### config.mk
export PLATFORM = sky130hd
export DESIGN_NAME = npc_fifo
export DESIGN_NICKNAME = d
export VERILOG_FILES = /design/src/rtl/npc_pkg.sv /design/src/rtl/npc_fifo.sv
export SDC_FILE = /design/constraint.sdc
export NUM_CORES = 1
export LEC_CHECK = 0
export BUFFER_PORTS_ARGS = -buffer_cell sky130_fd_sc_hd__buf_2
export CAP_MARGIN = 20
export CORE_MARGIN = 2
export CORE_UTILIZATION = 54
export CTS_BUF_LIST = sky130_fd_sc_hd__clkbuf_2
export CTS_CLUSTER_SIZE = 25
export DETAILED_ROUTE_END_ITERATION = 12
export PLACE_DENSITY = 0.82
export SLEW_MARGIN = 5
export SYNTH_ARGS = -nofsm -noshare
export SYNTH_HDL_FRONTEND = slang
export SYNTH_SLANG_ARGS = --single-unit
### constraint.sdc
create_clock -name clk -period 7.6 [get_ports clk]
set_input_delay 0.38 -clock clk [delete_from_list [all_inputs] [get_ports clk]]
set_output_delay 0.38 -clock clk [all_outputs]
set_load 0.05 [all_outputs]
### src/rtl/npc_pkg.sv
//------------------------------------------------------------------------------
// npc_pkg: shared types and constants for the near plane polygon clipper
// Register indexes, defaults, the front-to-back item record and FSM states.
//------------------------------------------------------------------------------
package npc_pkg;

  localparam int FRAC_BITS_DEF = 16;
  localparam int CFG_AW        = 5;

  localparam logic [2:0] REG_ZX   = 3'd0;
  localparam logic [2:0] REG_ZY   = 3'd1;
  localparam logic [2:0] REG_ZZ   = 3'd2;
  localparam logic [2:0] REG_ZOFF = 3'd3;
  localparam logic [2:0] REG_NEAR = 3'd4;

  localparam logic signed [31:0] ZZ_RESET   = 32'sd65536;
  localparam logic [30:0]        NEAR_RESET = 31'd1966;

  // one classified vertex handed from front to back
  typedef struct packed {
    logic signed [31:0] x;
    logic signed [31:0] y;
    logic signed [31:0] z;
    logic signed [31:0] d;
    logic               last;
  } vtx_t;

  typedef enum logic [3:0] {
    BK_IDLE,
    BK_E1_A,
    BK_E1_DIV,
    BK_E1_MUL,
    BK_E2_A,
    BK_E2_DIV,
    BK_E2_MUL,
    BK_FIN,
    BK_FLUSH
  } bk_state_t;

  typedef enum logic [1:0] {
    FR_IDLE,
    FR_MUL,
    FR_SUM
  } fr_state_t;

endpackage

### src/rtl/npc_fifo.sv
//------------------------------------------------------------------------------
// npc_fifo: short queue of classified vertices between front and back
// Two entries, registered pointers.
//------------------------------------------------------------------------------
module npc_fifo (
  input  logic          clk,
  input  logic          rst_n,
  input  logic          wr_en,
  input  npc_pkg::vtx_t wr_data,
  output logic          full,
  output logic          not_empty,
  input  logic          rd_en,
  output npc_pkg::vtx_t rd_data
);
  import npc_pkg::*;

  vtx_t mem_r [2];
  logic       wp_r, rp_r;
  logic [1:0] cnt_r;

  assign full      = (cnt_r == 2'd2);
  assign not_empty = (cnt_r != 2'd0);
  assign rd_data   = mem_r[rp_r];

  always_ff @(posedge clk) begin
    if (!rst_n) begin
      wp_r  <= 1'b0;
      rp_r  <= 1'b0;
      cnt_r <= '0;
    end else begin
      if (wr_en) wp_r <= ~wp_r;
      if (rd_en) rp_r <= ~rp_r;
      cnt_r <= cnt_r + {1'b0, wr_en} - {1'b0, rd_en};
    end
    if (wr_en) mem_r[wp_r] <= wr_data;
  end

endmodule

* Yosys cells after proc, flatten, opt, wreduce, memory -nomap -nowiden *
Memories as Yosys holds them, arrays and structs flattened. A register that Yosys moved wholly into a read port is not among the register bits.
Index checks and enable logic that the tools add are counted.

operators by class
  eq/ne operators = 1
  multiplexer cells = 4
  bitwise gates (word level) = 2
  reductions and logical operators = 1
  add/sub/neg operators = 2

operator list
  operator                                     number
  1-bit 2-to-1 mux                             4
  2-bit by 1-bit adder with 2-bit output       1
  2-bit == test (second input constant)        1
  1-bit inverter                               2
  2-bit nonzero test                           1
  2-bit by 1-bit subtractor with 2-bit output  1

word-level totals
  register bits = 4
  RAM bits = 258
  memories kept = 1
  input bits = 133

memory list
  memory  depth  bits a word  rd ports  clocked after memory_dff  wr ports  line            source
  mem_r   2      129          1         1                         1         npc_fifo.sv:17  vtx_t mem_r [2];

* Depth between registers and ports, before layout *
  word-level depth = 3
  gate-level depth with buffers = 6
  gate-level depth less buffers = 6

* Least setup slack after synthesis *
OpenSTA, ideal clock, no wires.

  path type = register to register
  start point = register wp_r
  end point = memory mem_r[0][0] in the netlist's numbering (enable)
  path slack = 0.956 ns
  required time = 6.966 ns
  data arrival time = 6.010 ns
  stages on the path, launching flop included = 2
  buffers on the path = 0
  library setup time = 0.634 ns
  period minus slack after synthesis = 6.644 ns
  cells stage by stage = dfxtp_1 > nor2b_1

RTL lines
  item                    line            source
  from (decl)             npc_fifo.sv:18  logic wp_r, rp_r;
  from (signal assigned)  npc_fifo.sv:31  if (wr_en) wp_r <= ~wp_r;
  to (decl)               npc_fifo.sv:17

Straight into the memory's write port.

==> metrics <==
synth warn 0; top fanout value on the critical path 65; DR pass1 iterations 4; CTS root buf clkbuf_2; Cell Pwr Density 246 mW/mm2; status completed; CTS sink count 263; Top Metal Used met4; P&R area growth vs syn 35.6%; GRT Total Usage 0.219; WP data required 7220 ps; first-pass GRT wire length 30.7 mm; post-detail-place hpwl 11.7 mm; multi-input logic area 0.00158 mm2; Max Clock Skew 60.7 ps; setup TNS 0 ps; Post-route DRC 0; TritonCTS clock tree yes; largest net degree at the start of global routing 91; Placeable Area 0.0173 mm2; DIE WIDTH 137 um; mean post-synth cell area 22.7 um2; DRT Wirelength 21.2 mm; Inst Count DP 900; RD Place Congestion 0.760; number of synthesized flops with an enable pin 258; Critical Path AT 3220 ps; Yosys cell types 13; register area share after synthesis 0.819; die height 137 um; Static Leak 0.00508 uW; vias per cell 5.02; Port Buffers 263; worst setup path class register to primary output; WL met3 1.61 mm; Slew @ Worst Pin 1100 ps; GR Overflow Total 0; worst vdd ir 0.215 mV; share of cells above drive strength 1 0.540; worst min path class input port to register; CP Capture Type primary output; FMAX 0.278 GHz; Post-layout nets 1006; initial antenna violation count 0; via count 5755; Seq cells post-synth 263; layout filler cell count 988; vias in the first global route 6334; Row Count 48; Die Area 0.0188 mm2; most common cell in the netlist edfxtp_1; Synth area leaders edfxtp_1 (81%), mux2_2 (15%), buf_6 (1.5%); WL per Instance 18.5 um; final setup fails 0; CTS Buffer Depth 3; fin crit share 0.473; clock buffer count from CTS 60; Layout Cells excl Fill 1146; cell area after synthesis 0.00958 mm2; ys flop type edfxtp_1; Pins Over Slew Limit 0; startpoint types register; Post-Syn Nets 557; Synth top cells by count edfxtp_1 (258), mux2_2 (129), buf_6 (13), dfxtp_1 (5); H-Tree Depth 2; Hold Fails Final Rpt 0; relative slew slack 0.264; final core occ 0.751; minimum clock period 3600 ps; area leader, netlist edfxtp_1; antenna violation net count after detailed routing 0; post-synth top area share 0.809; Starting Density 0.554; Async SR Flop Fraction 0; max_cap viols 0; clock-pin slew on the worst setup and hold paths 130 ps; starting DRC count in detailed routing 263; WL met2 11.3 mm; FF/Latch Area 0.00785 mm2; # IOs 264; RSZ-0062 raised after global routing no; clock latency on the worst-skew pair 820 ps; worst hold slack 280 ps; synthesized instance count 422; Met1 Wirelength 7.56 mm
-- per-stage QoR --
step	area, um2	worst slack (ps)	power [uW]
after global routing	13000	3760	3320
final	13000	4000	3190
after CTS	13000	3880	3190
after detailed placement	11100	4820	2280
after global placement	11100	4870	2260
after floorplan	9580	956	2160
-- repair_timing --
action | 4_1_cts | 5_1_grt
hold endpoints to repair | 263 | 0
resized for setup | 0 | 0
hold buffers | 133 | 0
setup buffers | 0 | 0
-- cell families after synthesis --
logic type | synth area share
mux | 0.152
xor+xnor | 0.00327
flops | 0.819
compound gates | 0.000784
simple gates | 0.00588
fa+ha+maj | 0.00261
buf+inv | 0.0166
-- per-layer routing --
metal / track usage / vias to the layer above
met5: 0 / -
met4: 0.112 / 0
met3: 0.0681 / 58
met2: 0.398 / 268
met1: 0.225 / 2808
li1: - / 2621
-- worst paths after layout --
| kind | slack, ps | depth (start not counted) | startpoint | endpoint |
|---|---|---|---|---|
| setup / recovery | 4000 | 3 | register | rd_data[121] |
| hold / removal | 280 | 2 | wr_data[17] | mem_r[1][17] |
| setup reg to reg | 5140 | 2 | wp_r | mem_r[1][83] |
| hold reg to reg | 620 | 2 | rp_r | register |
-- critical path, cell delays in order (launching register included) --
cell	delay, ps
dfxtp_4	890
buf_4	790
mux2_2	430
buf_2	220
-- report_power, final --
part / leakage, uW / switching, uW / internal, uW / total [uW]
Combinational: 0.00218 / 400 / 202 / 602
Sequential: 0.00246 / 33.0 / 1680 / 1710
Clock: 0.000432 / 525 / 356 / 881
-- area by class of cell --
type	instances	area share
sequential	263	0.604
timing repair buffer	401	0.208
multi-input combinational	143	0.122
clock buffer	92	0.0354
tap	225	0.0217
clock inverter	19	0.00761
inverter	2	0.000578
antenna	1	0.000193
-- registers in the layout, summed over array words and instances (netlist names), named ones only --
register,count
rp_r,1
cnt_r,2
mem_r,258
wp_r,1
-- cell usage in the layout, fill, tap and decap left out --
| cell | Yosys | routed |
|---|---|---|
| and2_1 | 4 | 3 |
| and2_4 | 0 | 1 |
| buf_16 | 0 | 1 |
| buf_2 | 1 | 263 |
| buf_4 | 0 | 4 |
| bufinv_16 | 0 | 1 |
| clkbuf_2 | 0 | 92 |
| clkinv_1 | 0 | 15 |
| clkinv_2 | 0 | 1 |
| dfxtp_1 | 5 | 4 |
| dfxtp_4 | 0 | 1 |
| diode_2 | 0 | 1 |
| dlygate4sd3_1 | 0 | 133 |
| edfxtp_1 | 258 | 258 |
| ha_1 | 2 | 2 |
| inv_1 | 2 | 2 |
| inv_2 | 0 | 2 |
| mux2_2 | 129 | 129 |
| nor2b_1 | 4 | 3 |
| nor2b_4 | 0 | 1 |
| o21a_1 | 1 | 1 |
| or2_2 | 1 | 1 |
| xnor3_1 | 1 | 1 |
| xor2_1 | 1 | 1 |
Power figures use the tool's default switching activity.
