### config.mk
export PLATFORM = sky130hd
export DESIGN_NAME = npc_front
export DESIGN_NICKNAME = d
export VERILOG_FILES = /design/src/rtl/npc_pkg.sv /design/src/rtl/npc_front.sv
export SDC_FILE = /design/constraint.sdc
export NUM_CORES = 2
export LEC_CHECK = 0
export BUFFER_PORTS_ARGS = -buffer_cell sky130_fd_sc_hd__buf_2
export CAP_MARGIN = 20
export CORE_MARGIN = 2
export CORE_UTILIZATION = 55
export CTS_CLUSTER_SIZE = 16
export DETAILED_ROUTE_END_ITERATION = 6
export HOLD_SLACK_MARGIN = 0.06
export PLACE_DENSITY = 0.81
export SYNTH_ARGS = -nofsm -noshare
export SYNTH_HDL_FRONTEND = slang
export SYNTH_SLANG_ARGS = --single-unit
export TNS_END_PERCENT = 20
### constraint.sdc
create_clock -name clk -period 8.53 [get_ports clk]
set_input_delay 0.853 -clock clk [delete_from_list [all_inputs] [get_ports clk]]
set_output_delay 0.853 -clock clk [all_outputs]
set_load 0.05 [all_outputs]
### src/rtl/npc_pkg.sv
//------------------------------------------------------------------------------
// npc_pkg: shared types and constants for the near plane polygon clipper
// Register indexes, defaults, the front-to-back item record and FSM states.
//------------------------------------------------------------------------------
package npc_pkg;

  localparam int FRAC_BITS_DEF = 16;
  localparam int CFG_AW        = 5;

  localparam logic [2:0] REG_ZX   = 3'd0;
  localparam logic [2:0] REG_ZY   = 3'd1;
  localparam logic [2:0] REG_ZZ   = 3'd2;
  localparam logic [2:0] REG_ZOFF = 3'd3;
  localparam logic [2:0] REG_NEAR = 3'd4;

  localparam logic signed [31:0] ZZ_RESET   = 32'sd65536;
  localparam logic [30:0]        NEAR_RESET = 31'd1966;

  // one classified vertex handed from front to back
  typedef struct packed {
    logic signed [31:0] x;
    logic signed [31:0] y;
    logic signed [31:0] z;
    logic signed [31:0] d;
    logic               last;
  } vtx_t;

  typedef enum logic [3:0] {
    BK_IDLE,
    BK_E1_A,
    BK_E1_DIV,
    BK_E1_MUL,
    BK_E2_A,
    BK_E2_DIV,
    BK_E2_MUL,
    BK_FIN,
    BK_FLUSH
  } bk_state_t;

  typedef enum logic [1:0] {
    FR_IDLE,
    FR_MUL,
    FR_SUM
  } fr_state_t;

endpackage

### src/rtl/npc_front.sv
//------------------------------------------------------------------------------
// npc_front: accepts vertices and computes their view depth
// Three products on one multiplier, then the saturated sum.
//------------------------------------------------------------------------------
module npc_front #(
  parameter int FRAC_BITS = npc_pkg::FRAC_BITS_DEF
) (
  input  logic                clk,
  input  logic                rst_n,
  input  logic                in_valid,
  output logic                in_stall,
  input  logic signed [31:0]  in_pos_x,
  input  logic signed [31:0]  in_pos_y,
  input  logic signed [31:0]  in_pos_z,
  input  logic                in_final_vertex,
  input  logic signed [31:0]  zx,
  input  logic signed [31:0]  zy,
  input  logic signed [31:0]  zz,
  input  logic signed [31:0]  zoff,
  output logic                v_valid,
  input  logic                v_full,
  output npc_pkg::vtx_t       v_data
);
  import npc_pkg::*;

  fr_state_t state_r, state_nxt;
  vtx_t      vtx_r;
  logic [1:0] k_r, k_nxt;
  logic signed [63:0] prod_r;
  logic signed [63:0] hi_r, hi_nxt;
  logic [FRAC_BITS+1:0] lo_r, lo_nxt;
  logic signed [31:0] ca, pa;
  logic signed [63:0] prod_c;
  logic signed [63:0] sum_c;

  assign in_stall = (state_r != FR_IDLE);

  always_comb begin
    unique case (k_r)
      2'd0:    begin ca = zx; pa = vtx_r.x; end
      2'd1:    begin ca = zy; pa = vtx_r.y; end
      default: begin ca = zz; pa = vtx_r.z; end
    endcase
    prod_c = ca * pa;
  end

  always_comb begin
    sum_c = hi_r + 64'(signed'({1'b0, lo_r} >>> FRAC_BITS)) + 64'(zoff);
  end

  always_comb begin
    state_nxt = state_r;
    k_nxt     = k_r;
    hi_nxt    = hi_r;
    lo_nxt    = lo_r;
    v_valid   = 1'b0;
    unique case (state_r)
      FR_IDLE: begin
        if (in_valid) begin
          state_nxt = FR_MUL;
          k_nxt     = 2'd0;
          hi_nxt    = '0;
          lo_nxt    = '0;
        end
      end
      FR_MUL: begin
        // accumulate the previous product while the next one forms
        if (k_r != 2'd0) begin
          hi_nxt = hi_r + (prod_r >>> FRAC_BITS);
          lo_nxt = lo_r + (FRAC_BITS+2)'(prod_r[FRAC_BITS-1:0]);
        end
        if (k_r == 2'd2) state_nxt = FR_SUM;
        else k_nxt = k_r + 2'd1;
      end
      default: begin
        if (!v_full) begin
          v_valid   = 1'b1;
          state_nxt = FR_IDLE;
        end
      end
    endcase
  end

  always_ff @(posedge clk) begin
    if (!rst_n) begin
      state_r <= FR_IDLE;
    end else begin
      state_r <= state_nxt;
    end
    k_r  <= k_nxt;
    hi_r <= hi_nxt;
    lo_r <= lo_nxt;
    if (state_r == FR_MUL) prod_r <= prod_c;
    if (state_r == FR_IDLE && in_valid) begin
      vtx_r.x    <= in_pos_x;
      vtx_r.y    <= in_pos_y;
      vtx_r.z    <= in_pos_z;
      vtx_r.d    <= '0;
      vtx_r.last <= in_final_vertex;
    end
  end

  // last product folds in at the sum step
  logic signed [63:0] tot_c;
  always_comb begin
    tot_c = sum_c + (prod_r >>> FRAC_BITS)
          + 64'(signed'({1'b0, (FRAC_BITS+2)'(lo_r + (FRAC_BITS+2)'(prod_r[FRAC_BITS-1:0]))}
              >>> FRAC_BITS))
          - 64'(signed'({1'b0, lo_r} >>> FRAC_BITS));
    v_data   = vtx_r;
    if (tot_c > 64'sd2147483647)       v_data.d = 32'sh7fffffff;
    else if (tot_c < -64'sd2147483648) v_data.d = 32'sh80000000;
    else                               v_data.d = tot_c[31:0];
  end

endmodule

# After elaboration in Yosys (flattened, before gate mapping)
# Index checks and enable logic that the tools add are counted.
op_classes:
  reduce_logical: 10
  magnitude_cmp: 2
  muxes: 19
  multipliers: 1
  n_addsub: 8
  eq_ne: 8
op_table:
  columns: ["operator", "count"]
  rows:
  - ["$add 64x3->64", 2]
  - ["$add 64x48->64", 2]
  - ["$mux 64", 2]
  - ["$pmux 32 s2", 2]
  - ["$pmux 64 s2", 1]
  - ["$add 64x32->64", 1]
  - ["$gt 64x32->1 const B", 1]
  - ["$lt 64x32->1 const B", 1]
  - ["$mul 32x32->64", 1]
  - ["$mux 32", 2]
  - ["$sub 64x3->64", 1]
  - ["$mux 18", 2]
  - ["$pmux 18 s2", 1]
  - ["$add 18x16->18", 1]
  - ["$mux 2", 5]
  - ["$reduce_and 3->1", 3]
  - ["$ne 2x2->1 const B", 4]
  - ["$pmux 2 s2", 2]
  - ["$reduce_bool 2->1", 3]
  - ["$eq 2x1->1 const B", 2]
  - ["$logic_not 2->1", 2]
  - ["$ne 3x1->1 const B", 1]
  - ["$add 2x1->2 const B", 1]
  - ["$eq 2x2->1 const B", 1]
  - ["other kinds (3)", 4]
totals:
  reg_bits: 247
  output_inout_bits: 131
  elab_cells: 57

# Depth between registers and ports, before layout
logic_depth:
  ltp_word: 8
  mapped_depth: 38

# Worst setup path after synthesis
# Ideal clock, no wire load.
synth_path:
  kind: "register to register"
  from: "register k_r[0]"
  to: "register prod_r[63] (data pin)"
  path_buffers: 5
  arrival_ns: 9.044
  stages_incl_launch_ff: 39
  required_ns: 8.266
  setup_slack_ns: -0.778
  setup_time_ns: 0.264
  cell_sequence: "edfxtp_1 > inv_1 > ha_1 > clkbuf_1 > clkbuf_1 > buf_1 > a22oi_1 > nand2_1 > clkbuf_1 > nand2_1 > fa_1 > inv_1 > fa_1 > inv_1 > fa_1 > inv_1 > fa_1 > fa_1 > [3 not listed] > fa_1 > inv_1 > fa_1 > inv_1 > ha_1 > clkbuf_1 > a21o_1 > a21o_1 > a21o_1 > a221o_1 > a31oi_1 > o211a_1 > nor4_1 > o31a_1 > nor2_1 > o21ai_0 > a211oi_1 > xnor2_1"
synth_between:
  elab_chain_cells: 3
  word_cells_on_any_way: 5
  classes_between: "mul: 1; eq/ne: 1; mux: 2; reduce/logical: 1"
synth_rtl:
  columns: ["item", "line_no", "source"]
  rows:
  - ["from (decl)", "npc_front.sv:28", "logic [1:0] k_r, k_nxt;"]
  - ["from (signal assigned)", "npc_front.sv:90", "k_r <= k_nxt;"]
  - ["$eq 2x1->1 / $logic_not 2->1 (equally long branches)", "npc_front.sv:39", "unique case (k_r)"]
  - ["$pmux 32 s2", "npc_front.sv:39", null]
  - ["$mul 32x32->64 *", "npc_front.sv:44", "prod_c = ca * pa;"]
  - ["net prod_c[63]", "npc_front.sv:33", "logic signed [63:0] prod_c;"]
  - ["to (signal assigned)", "npc_front.sv:93", "if (state_r == FR_MUL) prod_r <= prod_c;"]
  - ["to (decl)", "npc_front.sv:29", "logic signed [63:0] prod_r;"]
# The timed path passes the listed nets; every way through them passes the cells marked *.
# A chain may end at the register's enable or synchronous reset.

==> qor.txt <==
Status: finished with violations
Failing checks: negative setup slack
Synthesized instance count: 6240
Hold Buf Count CTS: 0
Clk sink count: 247
Total negative setup slack: -27.29 ns
Clock root buffer: clkbuf_16
Hold crit path type: in2reg
CP Class: reg2out
CP required: 7.68 ns
DRT iter0 DRCs: 5037
Synth Warn #: 0
DRT Pass-1 Iters: 6
Clock Skew: 0.01651 ns
Most frequent cell after synthesis: inv_1
Min Tclk post-route: 9.268 ns
Largest family of logic cells by synthesized area: adder cells
Chip Width: 325.1 um
Register area: 7397 um^2
Adder-Cell Fraction of Synth Area: 50.08%
Hold Fails Final Rpt: 0
Clk_lat worst skew: 0.61 ns
Complex-gate fraction of the synthesized area: 10.52%
Setup-failing EPs final: 55
Vias in the first global route: 50.31k
Clock transition at path regs: 0.06 ns
Reg-to-Reg Start: k_r[0]
Via density: 5.632
Post-synthesis xor/xnor area fraction: 2.965%
Tot GR Track Use: 34.78%
WP data arrival: 8.41 ns
Antenna violations before repair: 2
Synth top cells by count: inv_1 (1373), fa_1 (1135), nand2_1 (952)
Die Area: 105700 um^2
Synth area leader: fa_1
Main synth FF type: edfxtp_1
Footprint of the multi-input gates: 43650 um^2
Max Root-Sink Buffers: 3
Post-route ant nets: 0
Per-cell routed wire length: 21.59 um
Slowest CP cell: or4_4
Post-synth EDFFs: 245
GP Congestion: 1.046
CP Launch Point: prod_r[1]
WL final: 182.5 mm
CTS H-tree lvls: 1
Async SR Flop Fraction: 0%
Max Slew Vio Count: 0
Crit path launch type: register
Synth unique cells: 79
Tcrit/Tclk final: 108.7%
DRC errors left: 0
Post-route cell area: 67430 um^2
Die height: 325.1 um
Post-synthesis sequential area ratio: 13.04%
Final net count: 8886
RSZ-0062 raised after global routing: yes
Area share of the largest cell type after synthesis: 40.06%
Initial Util: 55.59%
CP max FO: 8
Row count: 117
Core footprint: 102000 um^2
Largest net degree at the start of global routing: 86
Num CTS Buffers: 28
Syn-to-layout area delta: 18.89%
Share of post-route cells with drive strength above 1: 17.77%
Max Cap Viol: 0
Filler cells: 8163
IO buf count: 359
Highest attainable clock frequency: 107.9 MHz
Syn Area/Cell: 9.090 um^2
CP endpoint kind: output pin
Dpl hpwl: 155.4 mm
Max stage delay on crit path: 0.58 ns
Post-DP Area: 65350 um^2
Synthesized area: 56720 um^2
CTS tree: done
Post-synthesis mux area share: 0.05515%
Hold_sp: in_pos_z[3]
First-pass GRT wire length: 284.1 mm
Synth Register Bits: 247
Leading post-synthesis cells by cell area: fa_1 (40%), edfxtp_1 (13%), ha_1 (10%), inv_1 (9.1%), nand2_1 (6.3%)
Syn_nets: 8058
I/O pins: 360
Worst slew pin tran: 0.9883 ns
GR Overflow Total: 0
Worst slew margin: 34.12%
Post-Synth Simple-Gate Area: 12.32%
Post-route setup slack: -0.7379 ns
Vias: 47.60k
Final Util: 66.09%
==> sequential cells by signal, indices dropped and copies added, names as in the netlist <==
signal and flops:
v_data 97, lo_r 18, state_r 2, hi_r 64, k_r 2, prod_r 64
==> layout by cell type (no fill, tap or decap), drive strengths merged, types with 8 or more instances in the layout <==
cell type     n
a21oi       259
a311oi        9
nand4        40
nand2b       18
o31a          9
nand2       952
and4          9
nand3        48
ha          454
clkbuf       38
a21o        193
o21ai       114
fa         1135
nor4         13
a21boi       10
inv        1374
a31oi        36
or2          28
a22oi        16
nor3b        10
o211ai       19
o21a         24
buf        1077
nor2b        28
xnor2       130
nor2        400
and3         27
a211o        10
nor3         42
and2         40
o21bai       41
a221o         8
a211oi       14
a22o         49
o31ai        13
xor2         62
edfxtp      245
==> metrics by stage <==
step                hold WS (ns)  std cells  setup slack (ns)
floorplan                 0.5260       6240         -0.002744
CTS                       0.4016       8445           -0.4543
global placement          0.5444       8358           -0.5142
global route              0.4055       8452           -0.9465
detailed placement        0.5741       8358           -0.6831
finish                    0.4170       8453           -0.7379
==> area by class of cell <==
class                           count  share of cell area, %
Tap cell                         1368                  2.538
Clock inverter                      8                 0.1800
Timing Repair Buffer             1078                  12.83
Antenna cell                        1               0.003711
Inverter                         1374                  7.652
Clock buffer                       38                  1.095
Multi-Input combinational cell   4339                  64.73
Sequential cell                   247                  10.97
==> per-layer routing <==
layer	global-route usage, %	wire (um)
met1	46.49	72360
met2	53.39	79090
met3	9.385	21030
met4	15.13	9944
met5	0.5435	80
==> cell families after synthesis <==
logic type	count (synthesis)
AOI/OAI and AO/OA	887
xor gates and xnor gates	192
adders and majority gates	1589
buffers and inverters	1654
DFF	247
muxes	3
and+or+nand+nor	1668
==> worst max-delay path: cells and delay by family, from the launching register on <==
family	cells	cell delay, ns
AOI/OAI and AO/OA	14	2.78
DFF	1	0.41
adders and majority gates	5	1.55
and+or+nand+nor	7	1.75
xor gates and xnor gates	4	0.66
buffers and inverters	5	0.68
==> worst paths after layout <==
kind,end,slack (ns),cells past startpoint
hold / removal,v_data[36],0.42,1
setup reg to reg,prod_r[63],-0.50,36
hold reg to reg,state_r[0],0.57,2
setup / recovery,v_data[16],-0.74,35
==> what timing repair did <==
item / CTS / global route
endpoints found under the setup margin: 60 / 66
pin swaps: 60 / 52
cloned: 5 / 0
resized for setup: 150 / 49
setup buffers: 36 / 10
Power is left out: the tool's default activity adds up to more than one toggle a clock period on the data nets, which glitch-free logic cannot reach.
