$ cat src/rtl/npc_pkg.sv
//------------------------------------------------------------------------------
// npc_pkg: shared types and constants for the near plane polygon clipper
// Register indexes, defaults, the front-to-back item record and FSM states.
//------------------------------------------------------------------------------
package npc_pkg;

  localparam int FRAC_BITS_DEF = 16;
  localparam int CFG_AW        = 5;

  localparam logic [2:0] REG_ZX   = 3'd0;
  localparam logic [2:0] REG_ZY   = 3'd1;
  localparam logic [2:0] REG_ZZ   = 3'd2;
  localparam logic [2:0] REG_ZOFF = 3'd3;
  localparam logic [2:0] REG_NEAR = 3'd4;

  localparam logic signed [31:0] ZZ_RESET   = 32'sd65536;
  localparam logic [30:0]        NEAR_RESET = 31'd1966;

  // one classified vertex handed from front to back
  typedef struct packed {
    logic signed [31:0] x;
    logic signed [31:0] y;
    logic signed [31:0] z;
    logic signed [31:0] d;
    logic               last;
  } vtx_t;

  typedef enum logic [3:0] {
    BK_IDLE,
    BK_E1_A,
    BK_E1_DIV,
    BK_E1_MUL,
    BK_E2_A,
    BK_E2_DIV,
    BK_E2_MUL,
    BK_FIN,
    BK_FLUSH
  } bk_state_t;

  typedef enum logic [1:0] {
    FR_IDLE,
    FR_MUL,
    FR_SUM
  } fr_state_t;

endpackage

$ cat src/rtl/npc_div.sv
//------------------------------------------------------------------------------
// npc_div: restoring divider for the crossing fraction
// Produces floor(num * 2^FRAC_BITS / den), num < den, one quotient bit a cycle.
//------------------------------------------------------------------------------
module npc_div #(
  parameter int FRAC_BITS = npc_pkg::FRAC_BITS_DEF
) (
  input  logic              clk,
  input  logic              rst_n,
  input  logic              start,
  input  logic [32:0]       num,
  input  logic [32:0]       den,
  output logic              done,
  output logic [FRAC_BITS:0] quo
);
  localparam int CW = $clog2(FRAC_BITS + 1);

  logic [33:0]         rem_r;
  logic [32:0]         den_r;
  logic [FRAC_BITS:0]  q_r;
  logic [CW-1:0]       cnt_r;
  logic                busy_r;
  logic [33:0]         sh_c;

  assign sh_c = {rem_r[32:0], 1'b0};
  assign done = busy_r && (cnt_r == '0);
  assign quo  = q_r;

  always_ff @(posedge clk) begin
    if (!rst_n) begin
      busy_r <= 1'b0;
    end else if (start) begin
      busy_r <= 1'b1;
    end else if (done) begin
      busy_r <= 1'b0;
    end
    if (start) begin
      rem_r <= {1'b0, num};
      den_r <= den;
      q_r   <= '0;
      cnt_r <= CW'(FRAC_BITS);
    end else if (busy_r && cnt_r != '0) begin
      cnt_r <= cnt_r - 1'b1;
      if (sh_c >= {1'b0, den_r}) begin
        rem_r <= sh_c - {1'b0, den_r};
        q_r   <= {q_r[FRAC_BITS-1:0], 1'b1};
      end else begin
        rem_r <= sh_c;
        q_r   <= {q_r[FRAC_BITS-1:0], 1'b0};
      end
    end
  end

endmodule

$ cat src/rtl/npc_back.sv
//------------------------------------------------------------------------------
// npc_back: edge processing, result holding and output register
// Runs incoming and closing edges through one divider and one multiplier.
//------------------------------------------------------------------------------
module npc_back #(
  parameter int FRAC_BITS = npc_pkg::FRAC_BITS_DEF
) (
  input  logic               clk,
  input  logic               rst_n,
  input  logic               q_valid,
  input  npc_pkg::vtx_t      q_data,
  output logic               q_pop,
  input  logic [30:0]        near_depth,
  output logic               out_valid,
  input  logic               out_stall,
  output logic signed [31:0] out_x,
  output logic signed [31:0] out_y,
  output logic signed [31:0] out_z,
  output logic               out_end_of_polygon,
  output logic               out_polygon_empty
);
  import npc_pkg::*;

  bk_state_t state_r, state_nxt;

  vtx_t cur_r, first_r, prev_r;
  logic [1:0] nin_r, nout_r;
  // pend slots: 0..2 held/new, up to 6 entries
  logic signed [31:0] px_r [6];
  logic signed [31:0] py_r [6];
  logic signed [31:0] pz_r [6];
  logic [2:0] np_r, rd_r, nheld_r;
  logic [1:0] ax_r;

  // edge operands
  vtx_t ea, eb;
  logic ia, ib;
  logic signed [33:0] den_s, num_s;
  logic [32:0] den_a, num_a;
  logic [FRAC_BITS:0] t_r;
  logic div_start, div_done;
  logic [FRAC_BITS:0] div_q;

  logic is_e2;
  assign is_e2 = (state_r == BK_E2_A) || (state_r == BK_E2_DIV) || (state_r == BK_E2_MUL);
  assign ea = is_e2 ? cur_r : prev_r;
  assign eb = is_e2 ? first_r : cur_r;
  assign ia = ($signed({ea.d[31], ea.d}) <= -$signed({2'b0, near_depth}));
  assign ib = ($signed({eb.d[31], eb.d}) <= -$signed({2'b0, near_depth}));

  always_comb begin
    den_s = 34'(eb.d) - 34'(ea.d);
    num_s = -$signed({3'b0, near_depth}) - 34'(ea.d);
    if (den_s < 0) begin
      den_s = -den_s;
      num_s = -num_s;
    end
    den_a = den_s[32:0];
    num_a = num_s[32:0];
  end

  npc_div #(.FRAC_BITS(FRAC_BITS)) u_div (
    .clk(clk), .rst_n(rst_n), .start(div_start), .num(num_a), .den(den_a),
    .done(div_done), .quo(div_q)
  );

  // one-axis interpolation multiplier
  logic signed [31:0] a_c, b_c;
  logic signed [32:0] diff_c;
  logic signed [FRAC_BITS+33:0] prod_c;
  logic signed [31:0] pt_c;
  always_comb begin
    unique case (ax_r)
      2'd0:    begin a_c = ea.x; b_c = eb.x; end
      2'd1:    begin a_c = ea.y; b_c = eb.y; end
      default: begin a_c = ea.z; b_c = eb.z; end
    endcase
    diff_c = 33'(b_c) - 33'(a_c);
    prod_c = (FRAC_BITS+34)'(diff_c) * $signed({1'b0, t_r});
    pt_c   = 32'((FRAC_BITS+34)'(a_c) + (prod_c >>> FRAC_BITS));
  end

  // output register
  logic ov_r;
  logic signed [31:0] ox_r, oy_r, oz_r;
  logic oe_r, oy_emp_r;
  logic out_free;
  assign out_valid          = ov_r;
  assign out_x              = ox_r;
  assign out_y              = oy_r;
  assign out_z              = oz_r;
  assign out_end_of_polygon = oe_r;
  assign out_polygon_empty  = oy_emp_r;
  assign out_free           = !ov_r || !out_stall;

  logic [2:0] total_c;
  always_comb begin
    total_c = {1'b0, nout_r} + (np_r - nheld_r);
    if (total_c > 3'd3) total_c = 3'd3;
  end

  logic empty_c, emit_c, push_c;
  logic [2:0] np_nxt;
  logic [2:0] flush_end;
  // fewer than three vertices counting this one, or fewer than three results
  assign empty_c = (nin_r < 2'd2) || (total_c < 3'd3);

  always_comb begin
    state_nxt = state_r;
    q_pop     = 1'b0;
    div_start = 1'b0;
    push_c    = 1'b0;
    emit_c    = 1'b0;
    unique case (state_r)
      BK_IDLE: if (q_valid) begin
        q_pop = 1'b1;
        state_nxt = BK_E1_A;
      end
      BK_E1_A, BK_E2_A: begin
        // skip the opening vertex's first edge
        if (state_r == BK_E1_A && nin_r == 2'd0) begin
          state_nxt = cur_r.last ? BK_E2_A : BK_FIN;
        end else if (ax_r == 2'd0) begin
          // ax_r==0: emit start if inside
          push_c = ia;
          if (ia != ib && den_s != 0) begin
            div_start = 1'b1;
            state_nxt = is_e2 ? BK_E2_DIV : BK_E1_DIV;
          end else begin
            state_nxt = is_e2 ? BK_FIN : (cur_r.last ? BK_E2_A : BK_FIN);
          end
        end
      end
      BK_E1_DIV, BK_E2_DIV: if (div_done) begin
        state_nxt = is_e2 ? BK_E2_MUL : BK_E1_MUL;
      end
      BK_E1_MUL, BK_E2_MUL: if (ax_r == 2'd2) begin
        state_nxt = is_e2 ? BK_FIN : (cur_r.last ? BK_E2_A : BK_FIN);
      end
      BK_FIN: state_nxt = BK_FLUSH;
      default: begin
        if (rd_r == flush_end) state_nxt = BK_IDLE;
        else if (out_free) emit_c = 1'b1;
      end
    endcase
  end

  // flush range is set at FIN
  logic [2:0] fend_r;
  logic       fempty_r, flast_r;
  assign flush_end = fend_r;

  always_comb begin
    np_nxt = np_r + {2'b0, push_c};
    if ((state_r == BK_E1_MUL || state_r == BK_E2_MUL) && ax_r == 2'd2)
      np_nxt = np_r + 3'd1;
    if (state_r == BK_FLUSH && rd_r == flush_end) begin
      if (flast_r) np_nxt = '0;
      else if (total_c >= 3'd3) np_nxt = 3'd1;
    end
  end

  always_ff @(posedge clk) begin
    if (!rst_n) begin
      state_r <= BK_IDLE;
      ov_r    <= 1'b0;
      nin_r   <= '0;
      nout_r  <= '0;
      np_r    <= '0;
      nheld_r <= '0;
      ax_r    <= '0;
      rd_r    <= '0;
      fend_r  <= '0;
    end else begin
      state_r <= state_nxt;
      if (out_free) ov_r <= emit_c;
      np_r <= np_nxt;
      if (state_r == BK_IDLE && q_valid) begin
        cur_r <= q_data;
        ax_r  <= '0;
        rd_r  <= '0;
      end
      if ((state_r == BK_E1_DIV || state_r == BK_E2_DIV) && div_done) begin
        // clamp: num<=0 -> 0, num>=den -> one
        if ($signed(num_s) <= 0) t_r <= '0;
        else if (num_s >= den_s) t_r <= (FRAC_BITS+1)'(1) << FRAC_BITS;
        else t_r <= div_q;
        ax_r <= '0;
      end
      if (state_r == BK_E1_MUL || state_r == BK_E2_MUL) begin
        unique case (ax_r)
          2'd0:    px_r[np_r] <= pt_c;
          2'd1:    py_r[np_r] <= pt_c;
          default: pz_r[np_r] <= pt_c;
        endcase
        ax_r <= (ax_r == 2'd2) ? 2'd0 : ax_r + 2'd1;
      end
      if (push_c) begin
        px_r[np_r] <= ea.x;
        py_r[np_r] <= ea.y;
        pz_r[np_r] <= ea.z;
      end
      if (state_r == BK_FIN) begin
        if (nin_r == 2'd0) begin
          first_r <= cur_r;
        end
        prev_r <= cur_r;
        rd_r   <= '0;
        flast_r  <= cur_r.last;
        fempty_r <= cur_r.last && empty_c;
        if (cur_r.last) begin
          fend_r <= empty_c ? 3'd1 : np_r;
        end else if (total_c >= 3'd3) begin
          fend_r <= np_r - 3'd1;
        end else begin
          fend_r <= 3'd0;
        end
      end
      if (state_r == BK_FLUSH) begin
        if (emit_c) rd_r <= rd_r + 3'd1;
        if (rd_r == flush_end) begin
          if (flast_r) begin
            nin_r   <= '0;
            nout_r  <= '0;
            nheld_r <= '0;
          end else begin
            if (nin_r != 2'd3) nin_r <= nin_r + 2'd1;
            nout_r <= total_c[1:0];
            if (total_c >= 3'd3) begin
              px_r[0] <= px_r[np_r - 3'd1];
              py_r[0] <= py_r[np_r - 3'd1];
              pz_r[0] <= pz_r[np_r - 3'd1];
              nheld_r <= 3'd1;
            end else begin
              nheld_r <= np_r;
            end
          end
        end
      end
    end
    if (emit_c) begin
      ox_r     <= fempty_r ? 32'sd0 : px_r[rd_r];
      oy_r     <= fempty_r ? 32'sd0 : py_r[rd_r];
      oz_r     <= fempty_r ? 32'sd0 : pz_r[rd_r];
      oe_r     <= flast_r && (rd_r + 3'd1 == flush_end);
      oy_emp_r <= fempty_r;
    end
  end

endmodule

$ cat config.mk
export PLATFORM = sky130hd
export DESIGN_NAME = npc_back
export DESIGN_NICKNAME = d
export VERILOG_FILES = /design/src/rtl/npc_pkg.sv /design/src/rtl/npc_div.sv /design/src/rtl/npc_back.sv
export SDC_FILE = /design/constraint.sdc
export NUM_CORES = 2
export LEC_CHECK = 0
export BUFFER_PORTS_ARGS = -buffer_cell sky130_fd_sc_hd__buf_2
export CORE_AREA = 3 3 456 345
export CTS_BUF_LIST = sky130_fd_sc_hd__clkbuf_8
export DETAILED_ROUTE_END_ITERATION = 7
export DIE_AREA = 0 0 459 348
export PLACE_DENSITY_LB_ADDON = 0.15
export SLEW_MARGIN = 20
export SYNTH_ARGS = -nofsm -noshare
export SYNTH_HDL_FRONTEND = slang
export SYNTH_SLANG_ARGS = --single-unit
$ cat constraint.sdc
create_clock -name clk -period 30.3 [get_ports clk]
set_input_delay 6.06 -clock clk [delete_from_list [all_inputs] [get_ports clk]]
set_output_delay 6.06 -clock clk [all_outputs]
set_load 0.005 [all_outputs]
Word level (Yosys, flattened, before mapping)
Memories as Yosys holds them, arrays and structs flattened. A register that Yosys moved wholly into a read port is not among the register bits.
Index checks and enable logic that the tools add are counted.
{"block": "word_totals", "ff_bits": 519, "latchBits": 0, "ramBits": 576, "romBits": 0, "input_bits": 164, "output_inout_bits": 100, "wordCells": 223, "mem_count": 3}
{"block": "op_classes", "add_sub_neg": 18, "n_mul": 1, "div_mod_pow": 0, "order_cmp": 10, "n_eq_ne": 18, "n_shift": 0, "n_mux": 91, "n_bitwise": 3, "n_reduce_logical": 45}
{"name": "px_r", "depth": 6, "word_bits": 32, "rd": 2, "rd_ports_with_merged_regs": 1, "write_ports": 1, "line_no": "npc_back.sv:29", "source": "logic signed [31:0] px_r [6];"}
{"name": "py_r", "depth": 6, "word_bits": 32, "rd": 2, "rd_ports_with_merged_regs": 1, "write_ports": 1, "line_no": "npc_back.sv:30", "source": "logic signed [31:0] py_r [6];"}
{"name": "pz_r", "depth": 6, "word_bits": 32, "rd": 2, "rd_ports_with_merged_regs": 1, "write_ports": 1, "line_no": "npc_back.sv:31", "source": "logic signed [31:0] pz_r [6];"}
{"cell": "two-way mux 129 bit", "n": 2}
{"cell": "two-way mux 32 bit", "n": 6}
{"cell": "one-hot mux 32 bit (2 select lines)", "n": 2}
{"cell": "two-way mux 33 bit", "n": 3}
{"cell": "OR reduction 32 bit", "n": 3}
{"cell": "two-way mux 34 bit", "n": 2}
{"cell": "<= comparator 32 x 33 -> 1 bit", "n": 2}
{"cell": "subtractor 32 x 32 -> 33 bit", "n": 2}
{"cell": "two-way mux 3 bit", "n": 20}
{"cell": "multiplier 33 x 18 -> 48 bit", "n": 1}
{"cell": "two-way mux 1 bit", "n": 39}
{"cell": "greater-or-equal comparator 34 x 33 -> 1 bit", "n": 1}
{"cell": "greater-or-equal comparator 34 bit", "n": 1}
{"cell": "<= comparator 34 x 1 -> 1 bit, second input constant", "n": 1}
{"cell": "negator 31 -> 34 bit", "n": 1}
{"cell": "negator 33 -> 34 bit", "n": 1}
{"cell": "negator 34 bit", "n": 1}
{"cell": "nonzero test 34 bit", "n": 1}
{"cell": "subtractor 34 x 32 -> 34 bit", "n": 1}
{"cell": "less-than comparator 33 x 1 -> 1 bit, second input constant", "n": 1}
{"cell": "negator 31 -> 33 bit", "n": 1}
{"cell": "subtractor 33 bit", "n": 1}
{"cell": "adder 32 bit", "n": 1}
{"cell": "two-way mux 4 bit", "n": 6}
{"cell": "40 further kinds", "n": 86}

Logic depth before layout (Yosys ltp)
{"block": "logic_depth", "ltp_word": 14, "ltp_mapped": 62, "depth_no_buf": 57}

Hierarchy
A second synthesis with hierarchy kept.
{"block": "hier_totals", "cells_unflattened": 7761, "hier_area_um2": 86215.2}
{"mod": "npc_back", "instances": 1, "cells_per_inst": 7159, "area_per_inst_um2": 80577.3, "seq_area_each_um2": 32831.5}
{"mod": "npc_div", "instances": 1, "cells_per_inst": 602, "area_per_inst_um2": 5637.9, "seq_area_each_um2": 2442.3}

Worst setup path before layout
Ideal clock, no wire load.
{"block": "synth_timing", "path_type": "register -> register", "start": "register state_r[2]", "end": "memory px_r[0][31] (data pin)", "setup_ps": 263, "t_arrival_ps": 13521, "t_required_ps": 30037, "path_slack_ps": 16516, "path_stages_with_launch": 60, "path_buffers": 5, "synth_period_minus_slack_ps": 13784, "path_cell_list": "dfxtp_1 -> clkbuf_1 -> a31oi_1 -> nand2_2 -> clkbuf_1 -> clkbuf_1 -> buf_1 -> mux2i_1 -> mux2i_1 -> nor2_1 -> a21oi_1 -> ha_1 -> inv_1 -> fa_1 -> a21oi_1 -> nor2b_1 -> o21ai_0 -> o2bb2ai_1 -> (+24 left out) -> a41oi_1 -> o21ai_0 -> nand3_1 -> and3_1 -> nor3_1 -> o21ai_0 -> a21boi_0 -> nor2_1 -> ha_1 -> a21o_1 -> a21o_1 -> a21oi_1 -> nand3_1 -> o21ai_1 -> xnor3_1 -> xor3_1 -> nor2_1 -> a221oi_1"}
{"block": "synth_between", "elab_chain_len": 13, "word_cells_on_any_way": 29, "classes_between": "add/sub (2); mul (1); order compare (1); eq/ne (5); mux (15); reduce/logical (5)"}
{"element": "start, declared", "line_no": "npc_back.sv:24", "source": "bk_state_t state_r, state_nxt;"}
{"element": "start signal, assigned", "line_no": "npc_back.sv:175", "source": "state_r <= state_nxt;"}
{"element": "branches (longest 12 deep; another with multiplier 33 x 18 -> 48 bit)"}
{"element": "two-way mux 32 bit (no line) *"}
{"element": "end, declared", "line_no": "npc_back.sv:29"}
Every way passes the cells marked *.

Worst setup path in the final report
{"block": "layout_timing", "start": "register state_r[2]", "end": "memory px_r[4][31] (data pin)"}
The elaborated chain is that of the path after synthesis.

==> results.md <==
- Crit share post-route: 54.7%
- Global route overflow: 0
- Row Count: 124
- CTS Buf Count: 181
- Ys Warns: 0
- Actual slew at the worst max-slew pin: 1.32 ns
- Nets: 8742
- Synth Register Bits: 1190
- Final Hold Fails: 0
- Synth async-reset ratio: 0%
- Core area: 0.153 mm²
- Number of synthesized flops with an enable pin: about 1100
- PostCTS Resize Cnt: 0
- CTS tree: done
- Die height: 348 µm
- DR WL/cell: roughly 26 µm
- Critical path launch point type: flop
- Cell count after synthesis: 7431
- Worst Path Arrival: 17.19 ns
- Setup TNS: 0 ns
- Syn Std Cell Area: around 0.084 mm²
- R2R setup slack: 13.71 ns
- CP max stage cell: o21ai_0
- RD Place Congestion: 0.986
- Max Cap Viol: 0
- RSZ-0062 raised after global routing: no
- Starting density of the core: 55.1%
- Max Fclk: 60.3 MHz
- Share of the synthesized area in the top cell type: 40.8%
- DR vias: 59849
- Area leader, netlist: edfxtp_1
- Gr usage total: approximately a third
- Clk sinks: between 1000 and 1500
- Avg Cell Area, Syn: 11.3 µm²
- DR iter-0 viols: 6337
- Root Buffer: clkbuf_8
- Hold-fix buffers at CTS: 0
- Post-route ant nets: 0
- Syn_nets: 8524
- Die area: 0.160 mm²
- Fraction of layout cells with a size suffix above 1: ~12%
- Area growth, synth to finish: 8.54%
- Vias/cell: 6.10
- Worst setup path category: reg -> reg
- CP max FO: 21
- Critical Path Sink Type: flop
- Largest net degree at the start of global routing: 90
- Initial antenna violation count: 13
- Later-pin clock latency in the skew report: about 0.96 ns
- Status: complete, no violations
- Slew margin rel.: 12.0%
- Netlist cell types: 111
- Vias in the first global route: 59421
- Synth area leaders: edfxtp_1 41%, fa_1 12%, ha_1 6.1%, mux4_2 5.9%, mux2i_1 4.4%
- Clk pin slew, worst setup/hold paths: 0.06 ns
- Hold Crit Class: reg -> reg
- Postcts setup bufs: 0
- Number of buffers added on ports: 263
- Max Slew Vio Count: 0
- Register area share after synthesis: 41.9%
- Most common flop cell mapped by yosys: edfxtp_1
- First drt pass iteration count: 6
- Worst Skew: 0.0693 ns
- Final wirelength: 251 mm
- Peak per-stage delay on the critical path: 0.79 ns
- Critical path required time: between 30 and 40 ns
- Final min period: between 15 and 20 ns
- Setup-failing EPs final: 0
- Die width: 459 µm
- Remaining DRCs: 0
- Post-DP HPWL: 182 mm
- H-tree levels: 4
- Clock tree buffer depth: 3
- First-pass GRT wire length: roughly 380 mm
- Most Frequent Cell on Critical Path: fa_1
- I/O pin count: 264
==> per-stage QoR <==
| step | setup WS, ns | cells | hold WS (ns) | area (µm²) | util (%) |
|---|---|---|---|---|---|
| 2_1_floorplan | 16.52 | 7431 | 0.424 | 84200 | - |
| 3_3_place_gp | 14.32 | 9481 | 0.452 | 88000 | 57.6 |
| 3_5_place_dp | 13.96 | 9481 | 0.461 | 88000 | 57.6 |
| 4_1_cts | 13.85 | 9804 | 0.427 | 91300 | 59.8 |
| 5_1_grt | 12.78 | 9807 | 0.451 | 91400 | 59.8 |
| 6_report | 13.71 | 9814 | 0.449 | 91400 | 59.9 |
==> synth_stat cells (46+ instances only) <==
cell type,count
and2_1,334
a31oi_1,65
ha_1,408
nand3_1,77
xnor2_1,183
fa_1,521
edfxtp_1,1144
o21a_1,51
dfxtp_1,46
clkbuf_1,286
inv_1,876
xor2_1,85
o21ai_0,236
a211oi_1,123
nand4_1,51
nor3_1,103
mux2i_1,368
a21o_1,137
a21oi_1,340
buf_1,55
mux4_2,221
nor2_1,492
nand2_1,654
nor2b_1,52
==> per-layer routing <==
metal  vias up  global-route usage (%)  part of all wire (%)
met5         -                       0                0.0096
met4         4                    9.63                   3.2
met3       375                    9.29                    11
met2      2803                    46.4                    43
met1     29986                    45.2                    42
li1      26681                       -                     -
==> worst paths after layout <==
check	from	depth (start not counted)	end
setup reg to reg	state_r[2]$_SDFFE_PN0P_	52	px_r[4][31]$_DFFE_PP_
hold reg to reg	u_div.quo[12]$_SDFFE_PP0P_	2	u_div.quo[13]$_SDFFE_PP0P_
hold / removal	u_div.quo[12]$_SDFFE_PP0P_	2	u_div.quo[13]$_SDFFE_PP0P_
setup / recovery	state_r[2]$_SDFFE_PN0P_	52	px_r[4][31]$_DFFE_PP_
==> kinds of logic after synthesis <==
group | count (synthesis) | share of synthesized area [%]
AND/OR/NAND/NOR | 1988 | 11.4
buffers and inverters | 1232 | 5.53
AO/OA/AOI/OAI | 1220 | 9.43
flip-flops | 1190 | 41.9
adder cells (fa/ha/maj) | 930 | 18.5
multiplexers | 600 | 10.4
XOR/XNOR | 270 | 2.84
other | 1 | 0.00445
==> critical path, delay by kind of cell, from the launching register on <==
kind	cells	cell delay, ns
AOI/OAI and AO/OA	21	5.66
xor gates and xnor gates	3	0.76
adders and majority gates	9	4.15
buffers and inverters	6	1.38
DFF	1	0.75
muxes	1	0.55
and+or+nand+nor	12	2.96
==> state kept, by name (all words and copies together) (netlist names), 33 cells and up <==
name         count
px_r           192
first_r        128
u_div.den_r     33
u_div.rem_r     33
py_r           192
prev_r         128
pz_r           192
cur_r          129
==> cell type report <==
cell class,instances,area (µm²)
diodes,9,22.5
fillers,12518,61300
flip-flops and latches,1190,35300
clock inverters,133,706
repair buffers,389,2290
multi-input cells,5009,44600
clock buffers,190,2620
inverters,878,3300
well taps,2016,2520
==> cell usage in the layout (no fill, tap or decap), drive strengths merged, types with 221 or more instances in the layout <==
| cell type | instances |
|---|---|
| fa | 521 |
| edfxtp | 1144 |
| ha | 408 |
| nor2 | 492 |
| a21oi | 341 |
| mux2i | 368 |
| inv | 935 |
| and2 | 335 |
| buf | 389 |
| nand2 | 655 |
| mux4 | 221 |
| o21ai | 245 |
Power is left out: the tool's default activity adds up to more than one toggle a clock period on the data nets, which glitch-free logic cannot reach.
